==> config.mk <==
export PLATFORM = sky130hd
export DESIGN_NAME = swmb_div
export DESIGN_NICKNAME = d
export VERILOG_FILES = /design/src/hw/rtl/swmb_pkg.sv /design/src/hw/rtl/swmb_div.sv
export SDC_FILE = /design/constraint.sdc
export NUM_CORES = 1
export LEC_CHECK = 0
export ABC_AREA = 1
export BUFFER_PORTS_ARGS = -buffer_cell sky130_fd_sc_hd__buf_2
export CAP_MARGIN = 5
export CELL_PAD_IN_SITES_DETAIL_PLACEMENT = 1
export CELL_PAD_IN_SITES_GLOBAL_PLACEMENT = 2
export CORE_ASPECT_RATIO = 0.6
export CORE_MARGIN = 1.5
export CORE_UTILIZATION = 30
export CTS_CLUSTER_DIAMETER = 80
export DETAILED_ROUTE_END_ITERATION = 8
export PLACE_DENSITY_LB_ADDON = 0.1
export SLEW_MARGIN = 0
export SYNTH_ARGS = -nofsm -noshare
export SYNTH_HDL_FRONTEND = slang
export SYNTH_SLANG_ARGS = --single-unit
export TNS_END_PERCENT = 5
==> constraint.sdc <==
create_clock -name clk -period 2 [get_ports clk]
set_input_delay 0 -clock clk [delete_from_list [all_inputs] [get_ports clk]]
set_output_delay 0 -clock clk [all_outputs]
set_load 0.01 [all_outputs]
==> src/hw/rtl/swmb_pkg.sv <==
`default_nettype none
package swmb_pkg;
	localparam int unsigned MAX_HEIGHT = 4096;

	typedef enum logic [1:0] {
		REG_RADIUS = 2'd0,
		REG_CWEIGHT = 2'd1,
		REG_WIDTH = 2'd2,
		REG_HEIGHT = 2'd3
	} reg_idx_t;

	localparam logic FUNC_PIXEL = 1'b0;
	localparam logic FUNC_DRAIN = 1'b1;

	typedef struct packed {
		logic [7:0] out_red;
		logic [7:0] out_green;
		logic [7:0] out_blue;
		logic       frame_end;
	} result_t;

	typedef struct packed {
		logic       func;
		logic [7:0] red;
		logic [7:0] green;
		logic [7:0] blue;
	} request_t;

	typedef struct packed {
		logic [1:0]  index;
		logic [12:0] data;
	} cfg_write_t;
endpackage
`default_nettype wire

==> src/hw/rtl/swmb_div.sv <==
`default_nettype none
// Restoring divider: one quotient bit per cycle.
module swmb_div
	import swmb_pkg::*;
#(
	parameter int unsigned NW = 20,
	parameter int unsigned DW = 10
) (
	input  wire logic          clk,
	input  wire logic          arst_n,
	input  wire logic          start,
	input  wire logic [NW-1:0] num,
	input  wire logic [DW-1:0] den,
	output logic               done,
	output logic [NW-1:0]      quo
);
	localparam int unsigned CW = $clog2(NW + 1);
	logic [NW-1:0] quo_q;
	logic [DW:0]   rem_q;
	logic [DW-1:0] den_q;
	logic [CW-1:0] cnt_q;
	logic          busy_q;
	logic [DW:0]   trial;
	logic          fits;

	assign trial = {rem_q[DW-1:0], quo_q[NW-1]};
	assign fits = trial >= {1'b0, den_q};
	assign quo = quo_q;

	always_ff @(posedge clk or negedge arst_n) begin
		if (!arst_n) begin
			busy_q <= 1'b0;
			done <= 1'b0;
			cnt_q <= '0;
		end else begin
			done <= 1'b0;
			if (start) begin
				busy_q <= 1'b1;
				cnt_q <= CW'(NW);
			end else if (busy_q) begin
				cnt_q <= cnt_q - 1'b1;
				if (cnt_q == CW'(1)) begin
					busy_q <= 1'b0;
					done <= 1'b1;
				end
			end
		end
	end

	always_ff @(posedge clk) begin
		if (start) begin
			quo_q <= num;
			rem_q <= '0;
			den_q <= den;
		end else if (busy_q) begin
			rem_q <= fits ? trial - {1'b0, den_q} : trial;
			quo_q <= {quo_q[NW-2:0], fits};
		end
	end
endmodule
`default_nettype wire

# Word-level counts from Yosys, hierarchy flattened
# Index checks and enable logic that the tools add are counted.
# op_classes
magnitude_cmp,1
n_eq_ne,1
n_addsub,2
n_reduce_logical,1
mux,11
# op_table
operator,n
$mux 20,2
$ge 11x10->1,1
$mux 10,1
$mux 5,2
$sub 10x10->10,1
$mux 1,6
$eq 5x1->1 const B,1
$sub 5x1->5 const B,1
$reduce_bool 2->1,1
# totals
word_cells,22
register_bits,47
inputBits,33
output_inout_bits,21

# Logic depth before layout (Yosys ltp)
# Gate-level depths: netlist of run 1.
# logic_depth
depth_word,4
depth_mapped,13
depth_no_buf,13

# Worst setup path after synthesis of run 1
# No wires, ideal clock.
# synth_timing
kind,reg-to-reg
startpoint,register quo_q[19] (netlist: quo[19])
endpoint,register rem_q[8]
required_ns,1.887
setup_time_ns,0.113
n_path_buf,0
path_stages_with_launch,13
slack_ns,0.254
period_less_slack_ns,1.746
t_arrival_ns,1.633
cell_sequence,edfxtp_1 inv_1 ha_1 inv_1 fa_1 nand3_1 nand2_1 nand2_1 nand3b_1 nand2_1 nand2_1 nand3_1 nand2_1
# synth_via
elab_chain_cells,2
word_cells_on_any_way,3
cone_classes,add/sub (1); order compare (1); mux (1)
# synth_lines
element,line,rtl
"start, declared",swmb_div.sv:18,logic [NW-1:0] quo_q;
"start signal, assigned",swmb_div.sv:52,quo_q <= num;
"start signal, assigned",swmb_div.sv:57,"quo_q <= {quo_q[NW-2:0], fits};"
$sub 10x10->10 / $ge 11x10->1 (equally long branches),"swmb_div.sv:56, swmb_div.sv:27",
$mux 10 (*),swmb_div.sv:56,"rem_q <= fits ? trial - {1'b0, den_q} : trial;"
"end signal, assigned",swmb_div.sv:56,
"end, declared",swmb_div.sv:19,logic [DW:0] rem_q;
# Every way passes the cells marked *; elsewhere a longest branch is shown, timed or not.
# A chain may end at the register's enable or synchronous reset.

# Worst setup path after layout of run 1
# layout_timing
startpoint,register den_q[7]
endpoint,register rem_q[1]
# layout_via
elab_chain_cells,2
# layout_lines
element,line,rtl
"start, declared",swmb_div.sv:20,logic [DW-1:0] den_q;
"start signal, assigned",swmb_div.sv:54,den_q <= den;
$ge 11x10->1,swmb_div.sv:27,"assign fits = trial >= {1'b0, den_q};"
$mux 10,swmb_div.sv:56,
# No other way between the ends.

==> out/metrics.yaml, run 1 <==
timing:
  setup_ws_ns: 0.168
  hold_slack_ns: 0.00348
  worst_pin_slew_ns: 0.804
  setup_viol: 0
  fin_crit_sh: 0.916
  rsz0062_at_grt: "true"
  fmax_ghz: 0.546
  finalHoldViolCount: 0
  maxSlewViolCount: 0
  skew_ns: 0.00221
  relSlewSlack: 0.464
  min_period_ns: 1.83
setup_path:
  cp-start-kind: "flop"
  r2r_start: "den_q[7]"
  path_max_fanout: 5
  startpoint: "den_q[7]"
  critPathKind: "flop to flop"
  cp_data_required_time_ns: 2.22
  cp-end-kind: "flop"
  worstPathArrival_ns: 2.05
place:
  dpl.hpwl_um: 5270
  portBuffers: 53
  pre_cts_ws_ns: 0.00261
  gp_congestion: 0.753
  dpl.cell_count: 478
clock_tree:
  worstSkewPairLatency_ns: 0.29
  cts_max_path_buffers: 2
  post_cts_buffers: 0
  cts_tree: "yes"
  htreeDepth: 2
  cts.clk_slew.worst_paths_ns: 0.06
  clockRootBuffer: "clkbuf_16"
  numCtsBuffers: 5
  cts_sinks: 47
global_route:
  antenna_found_initial: 0
  grt_pass1_wl_um: 11300
  grt_overflow: 0
  grt_pass1_vias: 2202
  grtUsageTotal: 0.165
  grt_max_degree: 29
die:
  start_util: 0.318
  coreArea_sq_um: 8100
  fp.dieH_um: 74.8
  num_io_pins: 54
  die_w_um: 123
  die_area_sq_um: 9180
  row_count: 25
hold_path:
  worstHoldStart: "num[11]"
  hold_path.class: "input port to flop"
yosys:
  ys_top_cells_by_area: "edfxtp_1, nand2_1, dfxtp_1"
  yosys.area_share.simple: 0.309
  syn_avg_cell_area_sq_um: 8.21
  synth_most_common_cell: "nand2_1"
  ys_ff_latch: 47
  synth_area_sq_um: 2580
  dominantRegCellSynth: "edfxtp_1"
  ys_top_cells_by_count: "nand2_1, inv_1, edfxtp_1"
  syn_inst: 314
  synthMuxAreaShare: 0
  synth_top_cell_by_area: "edfxtp_1"
  synth_seq_area_share: 0.495
  synth_edf_count: 30
  ys_async_sr_fraction: 0.149
  synth_compound_area_frac: 0.0354
  synth_top_family_by_area: "simple AND/OR/NAND/NOR gates"
  yosys_warnings: 0
  ys_types: 28
  yosysTopAreaCellShare: 0.350
  synth_xor_area_frac: 0.0102
  synth_fa_ha_area_frac: 0.0660
  syn-num-nets: 360
finish:
  antenna_cells: 0
  multi_input_area_sq_um: 1110
  regArea_sq_um: 1280
  fin_nets: 450
  nFillCells: 997
  layout-drive-gt1-share: 0.230
  final-instance-count-excl-fill: 513
  fin_util: 0.427
  area.growth.synth_to_final_pct: 34.2
route:
  drcViolationCount: 0
  vias: 2219
  antenna_left: 0
  routed_wirelength_um: 7080
  initialDrtViolationCount: 128
  drt_pre_antenna_iters: 4
  avgViaCountPerCell: 4.33
  drt-wirelength-per-cell_um: 13.8
power:
  ir_drop_mv: 0.386
  p_leak_nw: 1.77
  finalPower_mw: 3.93
  power_density_nw_per_um2: 1140
flow_run:
  max-cap-violations: 0
status:
  outcome: "completed"
## placed cells by master (no fill, tap or decap), drive strengths merged, types with 7 or more instances in the layout
cell type    Yosys  final
nand2          128    128
dfxtp           10     10
nand3           25     25
ha              12     12
o21ai            9      9
inv             46     46
dfrtp            7      7
dlygate4sd3      0     27
nor2            16     16
buf              3     63
edfxtp          30     30
## metrics by stage
step / setup TNS (ns) / cell area [sq um]
finish: 0 / 3460
global route: -0.0122 / 3460
CTS: 0 / 3440
detailed placement: 0 / 3010
global placement: -0.0222 / 3010
floorplan: 0 / 2580
## critical path, stage by stage, from the launching register on
cell,delay [ns]
edfxtp_1,0.32
inv_1,0.04
ha_2,0.39
nand2_1,0.10
nor2_1,0.16
inv_1,0.09
nor2_2,0.15
nor2_4,0.06
buf_4,0.16
nand3_1,0.10
nand2_1,0.08
o21ai_1,0.13
## per-layer routing
layer | global-route usage | up-vias | wire length (um)
met2 | 0.225 | 31 | 2720
met3 | 0.0364 | 5 | 199
met5 | 0 | - | 0
li1 | - | 1175 | -
met4 | 0.0349 | 0 | 44
met1 | 0.262 | 1008 | 4120
## flip-flops by register name (all words and copies together), names as in the netlist
| signal | flops |
|---|---|
| busy_q | 1 |
| cnt_q | 5 |
| den_q | 10 |
| done | 1 |
| quo | 20 |
| rem_q | 10 |
## report_power, final
part,switching (mW),internal (mW),total [mW]
sequential,0.111,1.21,1.33
combinational,1.03,0.703,1.73
clock,0.372,0.500,0.872
total,1.51,2.42,3.93
## cell families after synthesis
| family | Yosys count |
|---|---|
| adder cells (fa/ha/maj) | 13 |
| XOR/XNOR | 3 |
| AND/OR/NAND/NOR | 181 |
| flip-flops | 47 |
| AO/OA/AOI/OAI | 17 |
| buffers and inverters | 53 |
## path summary, 6_finish.rpt
kind                            end  depth (start not counted)  slack [ns]
min                         quo[11]                          3       0.003
min in group asynchronous  cnt_q[3]                          2        0.06
max reg2reg                rem_q[1]                         11        0.17
max in group asynchronous  cnt_q[0]                          2        1.78
min reg2reg                rem_q[7]                          2        0.48
max                        rem_q[1]                         11        0.17
## what timing repair did
action | in CTS | in global routing
hold endpoints to repair | 33 | 0
setup endpoints to repair | 2 | 9
hold buffers | 27 | 0
resized for setup | 1 | 9
## final cells by class
| class | instances | share of cell area |
|---|---|---|
| clock buffers | 6 | 0.0401 |
| inverters | 46 | 0.0499 |
| clock inverters | 2 | 0.00470 |
| repair buffers | 90 | 0.176 |
| flip-flops and latches | 47 | 0.369 |
| multi-input cells | 214 | 0.321 |
| well taps | 108 | 0.0391 |
Note: power is estimated with default switching activity, not from simulation.
==> inputs of run 2 (changes only) <==
--- a/config.mk
+++ b/config.mk
@@ -15,6 +15,7 @@
 export CORE_UTILIZATION = 30
 export CTS_CLUSTER_DIAMETER = 80
 export DETAILED_ROUTE_END_ITERATION = 8
+export GPL_ROUTABILITY_DRIVEN = 0
 export PLACE_DENSITY_LB_ADDON = 0.1
 export SLEW_MARGIN = 0
 export SYNTH_ARGS = -nofsm -noshare
==> constraint.sdc (replaced) <==
create_clock -name clk -period 2.3 [get_ports clk]
set_input_delay 0 -clock clk [delete_from_list [all_inputs] [get_ports clk]]
set_output_delay 0 -clock clk [all_outputs]
set_load 0.01 [all_outputs]
==> run 2 against run 1 <==
The flow now finishes with violations (hold timing). Non-clock buffer count shrank 2. Via count grew 1.4%. Critical path depth grew 1. Core utilization shrank 0.37 points. Combinational power shrank 18%. Sequential share of layout area grew 0.32 points. Largest power group unchanged.
==> out/metrics.yaml, run 2 (synthesis gave the netlist of run 1 again) <==
status:
  outcome: "complete, but fails checks"
  violations: "hold timing"
hold_path:
  hold_path.class: "input port to flop"
  hold_path_end: "quo[10]"
  worstHoldStart: "num[10]"
  holdPathStages: 3
timing:
  min_period_ns: 1.98
  maxSlewViolCount: 0
  skew_ns: 0.00822
  fin_crit_sh: 0.862
  hold_slack_ns: -0.00149
  finalSetupTns_ns: 0
  rsz0062_at_grt: "false"
  setup_viol: 0
  finalHoldViolCount: 1
  worst_pin_slew_ns: 0.758
  fmax_ghz: 0.505
  setup_ws_ns: 0.318
  relSlewSlack: 0.494
power:
  ir_drop_mv: 0.325
  p_leak_nw: 1.77
  power_density_nw_per_um2: 983
  finalPower_mw: 3.37
clock_tree:
  numCtsBuffers: 5
  clockRootBuffer: "clkbuf_16"
  cts_resized: 0
  cts_tree: "yes"
  htreeDepth: 2
  holdBufCountCts: 27
  cts_sinks: 47
  post_cts_buffers: 0
  cts_max_path_buffers: 2
  cts.clk_slew.worst_paths_ns: 0.07
  worstSkewPairLatency_ns: 0.29
finish:
  layout-drive-gt1-share: 0.206
  final_cell_mix: "nand2_1, buf_2, inv_1"
  fin_area_sq_um: 3430
  area.growth.synth_to_final_pct: 33.1
  antenna_cells: 0
  largest_register_ffs: 20
  final_common_cell: "nand2_1"
  fin_nets: 448
place:
  placed_cell_area_sq_um: 2990
  portBuffers: 53
  dpl.hpwl_um: 5240
  pre_cts_ws_ns: 0.312
setup_path:
  r2r_cells: 12
  cp-start-kind: "flop"
  path_max_fanout: 4
  cp-end-kind: "flop"
  timing.rr.end: "rem_q[8]"
  r2r_start: "quo[19]"
  r2r_slack_ns: 0.32
  cp_data_required_time_ns: 2.49
  critPathKind: "flop to flop"
  worstPathArrival_ns: 2.17
die:
  start_util: 0.318
  die_area_sq_um: 9180
  coreArea_sq_um: 8100
  fp.dieH_um: 74.8
  die_w_um: 123
  num_io_pins: 54
  row_count: 25
route:
  routed_wirelength_um: 6970
  antenna_left: 0
  drt_pre_antenna_iters: 4
  initialDrtViolationCount: 72
  avgViaCountPerCell: 4.40
  drt-wirelength-per-cell_um: 13.6
  drcViolationCount: 0
  vias: 2250
global_route:
  grt_overflow: 0
  grtUsageTotal: 0.161
  antenna_found_initial: 0
  grt_pass1_vias: 2157
  grt_max_degree: 30
  grt_pass1_wl_um: 11000
flow_run:
  max-cap-violations: 0
-- run 2: cell count changes in the layout (fill, tap and decap cells not counted), moves of 2 or more --
cell and delta:
ha_1 +2, inv_2 -2, inv_1 +2, buf_4 -2, nand2_1 +2, ha_2 -2
-- run 2: through the flow --
stage                util  std cells
floorplan               -        314
global placement    0.369        476
detailed placement  0.369        476
CTS                 0.423        511
global route        0.423        511
finish              0.423        511
-- run 2: critical path, cell delays in order (launching register included) --
cell	delay, ns
edfxtp_1	0.38
inv_1	0.12
ha_1	0.15
inv_1	0.09
fa_1	0.42
nand3_1	0.10
nand2_1	0.16
nand2_1	0.12
nand3b_1	0.08
nand2_1	0.08
nand2_1	0.06
nand3_1	0.08
nand2_1	0.05
-- run 2: layer usage --
metal | track usage | routed length, um
met1 | 0.249 | 3880
met2 | 0.225 | 2780
met3 | 0.0386 | 281
met4 | 0.0349 | 22
met5 | 0 | 0
-- run 2: power by group --
part | internal, mW | switching (mW)
logic | 0.564 | 0.856
clock network | 0.473 | 0.330
registers | 1.06 | 0.0903
-- run 2: cell type report --
class	count	area [sq um]
fillers	977	4670
multi-input cells	214	1080
clock inverters	2	16.3
inverters	46	173
flip-flops and latches	47	1280
well taps	108	135
clock buffers	6	150
repair buffers	88	596
-- run 2: worst max-delay path by stage --
stage | start | end | slack [ns] | cells after the start
2_1_floorplan | quo[19] | rem_q[8] | 0.55 | 12
3_3_place_gp | quo[19] | rem_q[6] | 0.30 | 12
3_5_place_dp | quo[19] | rem_q[6] | 0.31 | 12
4_1_cts | quo[19] | rem_q[6] | 0.30 | 12
5_1_grt | quo[19] | rem_q[6] | 0.11 | 12
6_report | quo[19] | rem_q[8] | 0.32 | 12
==> inputs of run 3 (changes only) <==
--- a/config.mk
+++ b/config.mk
@@ -11,12 +11,12 @@
 export CELL_PAD_IN_SITES_DETAIL_PLACEMENT = 1
 export CELL_PAD_IN_SITES_GLOBAL_PLACEMENT = 2
 export CORE_ASPECT_RATIO = 0.6
-export CORE_MARGIN = 1.5
-export CORE_UTILIZATION = 30
+export CORE_UTILIZATION = 34
 export CTS_CLUSTER_DIAMETER = 80
 export DETAILED_ROUTE_END_ITERATION = 8
 export GPL_ROUTABILITY_DRIVEN = 0
 export PLACE_DENSITY_LB_ADDON = 0.1
+export REMOVE_ABC_BUFFERS = 1
 export SLEW_MARGIN = 0
 export SYNTH_ARGS = -nofsm -noshare
 export SYNTH_HDL_FRONTEND = slang
==> run 3 against run 2 <==
The flow now finishes without violations. Global-route usage rose by 3.2 points. Routed wire length is 0.77% higher. Register-to-register slack lost 0.02 ns. Non-clock buffer count decreased by 1. Fmax is 0.85% lower. Sequential share of layout area is 0.14 points lower. Critical path type unchanged. Largest cell class unchanged.
==> out/metrics.yaml, run 3 (synthesis gave the netlist of run 1 again) <==
finish:
  regArea_sq_um: 1280
  area.growth.synth_to_final_pct: 33.5
  largest_register_ffs: 20
  fin_nets: 447
  multi_input_area_sq_um: 1080
  nFillCells: 905
  antenna_cells: 0
  layout-drive-gt1-share: 0.199
  final_cell_mix: "nand2_1, buf_2, inv_1"
  final_common_cell: "nand2_1"
global_route:
  grt_max_degree: 26
  grt_overflow: 0
  grt_pass1_vias: 2266
  antenna_found_initial: 0
  grt_pass1_wl_um: 11500
  grtUsageTotal: 0.193
route:
  drt-wirelength-per-cell_um: 13.9
  avgViaCountPerCell: 4.54
  vias: 2295
  initialDrtViolationCount: 102
  routed_wirelength_um: 7020
  drt_pre_antenna_iters: 4
  drcViolationCount: 0
  antenna_left: 0
timing:
  relSlewSlack: 0.468
  skew_ns: 0.00655
  fmax_ghz: 0.500
  finalHoldViolCount: 0
  maxSlewViolCount: 0
  worst_pin_slew_ns: 0.796
  setup_ws_ns: 0.301
  setup_viol: 0
  finalSetupTns_ns: 0
  fin_crit_sh: 0.869
  min_period_ns: 2.00
  rsz0062_at_grt: "false"
status:
  outcome: "completed"
hold_path:
  worstHoldStart: "num[4]"
  holdPathStages: 3
  hold_path_end: "quo[4]"
  hold_path.class: "input port to flop"
die:
  coreArea_sq_um: 7300
  start_util: 0.353
  row_count: 24
  num_io_pins: 54
  fp.dieH_um: 69.4
  die_area_sq_um: 7940
  die_w_um: 114
clock_tree:
  htreeDepth: 2
  cts_sinks: 47
  cts_max_path_buffers: 2
  post_cts_buffers: 0
  cts_tree: "yes"
  holdBufCountCts: 28
  cts_resized: 0
  cts.clk_slew.worst_paths_ns: 0.07
  worstSkewPairLatency_ns: 0.29
  clockRootBuffer: "clkbuf_16"
  numCtsBuffers: 5
setup_path:
  cp_data_required_time_ns: 2.49
  r2r_slack_ns: 0.30
  r2r_cells: 12
  worstPathArrival_ns: 2.18
  r2r_start: "quo[19]"
  timing.rr.end: "rem_q[6]"
  path_max_fanout: 4
  cp-start-kind: "flop"
  critPathKind: "flop to flop"
  cp-end-kind: "flop"
place:
  pre_cts_ws_ns: 0.334
  dpl.hpwl_um: 5170
  portBuffers: 53
flow_run:
  max-cap-violations: 0
power:
  p_leak_nw: 1.77
  power_density_nw_per_um2: 1020
  ir_drop_mv: 0.323
## run 3: changes by cell type in the layout (fill, tap and decap cells not counted), sizes merged
| cell | change |
|---|---|
| buf | -2 |
| dlygate4sd3 | +1 |
| bufinv | +2 |
| clkinvlp | -1 |
| inv | -1 |
## run 3: how the worst max path moves through the flow
| stage | startpoint | endpoint | slack (ns) |
|---|---|---|---|
| 6_report | quo[19] | rem_q[6] | 0.30 |
| 5_1_grt | quo[19] | rem_q[6] | 0.12 |
| 4_1_cts | quo[19] | rem_q[8] | 0.32 |
| 3_5_place_dp | quo[19] | rem_q[6] | 0.33 |
| 3_3_place_gp | quo[19] | rem_q[6] | 0.32 |
| 2_1_floorplan | quo[19] | rem_q[0] | 0.48 |
## run 3: routing by layer
metal | wire length (um) | track usage | part of all wire | vias to the layer above
met4 | 76 | 0.0606 | 0.011 | 0
met1 | 3930 | 0.297 | 0.56 | 1085
li1 | - | - | - | 1170
met5 | 0 | 0 | 0 | -
met2 | 2810 | 0.269 | 0.40 | 34
met3 | 204 | 0.0402 | 0.029 | 6
## run 3: critical path, cell delays in order (launching register included)
cell      delay (ns)
edfxtp_1        0.38
inv_1           0.12
ha_1            0.15
inv_1           0.09
fa_1            0.41
nand3_1         0.10
nand2_1         0.16
nand2_1         0.13
nand3b_1        0.08
nand2_1         0.07
nand2_1         0.05
nand3_1         0.08
nand2_1         0.05
## run 3: layout make-up
type,instances,share of cell area
Clock buffer,6,0.0374
Clock inverter,2,0.0174
Inverter,46,0.0502
Multi-Input combinational cell,214,0.315
Sequential cell,47,0.371
Tap cell,104,0.0378
Timing Repair Buffer,87,0.172
## run 3: where the power goes
part	total, mW	switching (mW)	internal [mW]
Combinational	1.43	0.867	0.563
Clock	0.943	0.319	0.624
Sequential	1.15	0.0955	1.06
## run 3: per-stage QoR
stage               cell area, sq um  cells  utilization  total power [mW]  hold slack [ns]
floorplan                       2530    307            -              2.11           -0.296
global placement                2970    470        0.407              2.53           -0.152
detailed placement              2970    470        0.407              2.55           -0.154
CTS                             3440    506        0.472              3.55          0.00180
global route                    3440    506        0.472              3.78           0.0327
finish                          3440    506        0.472              3.52           0.0122
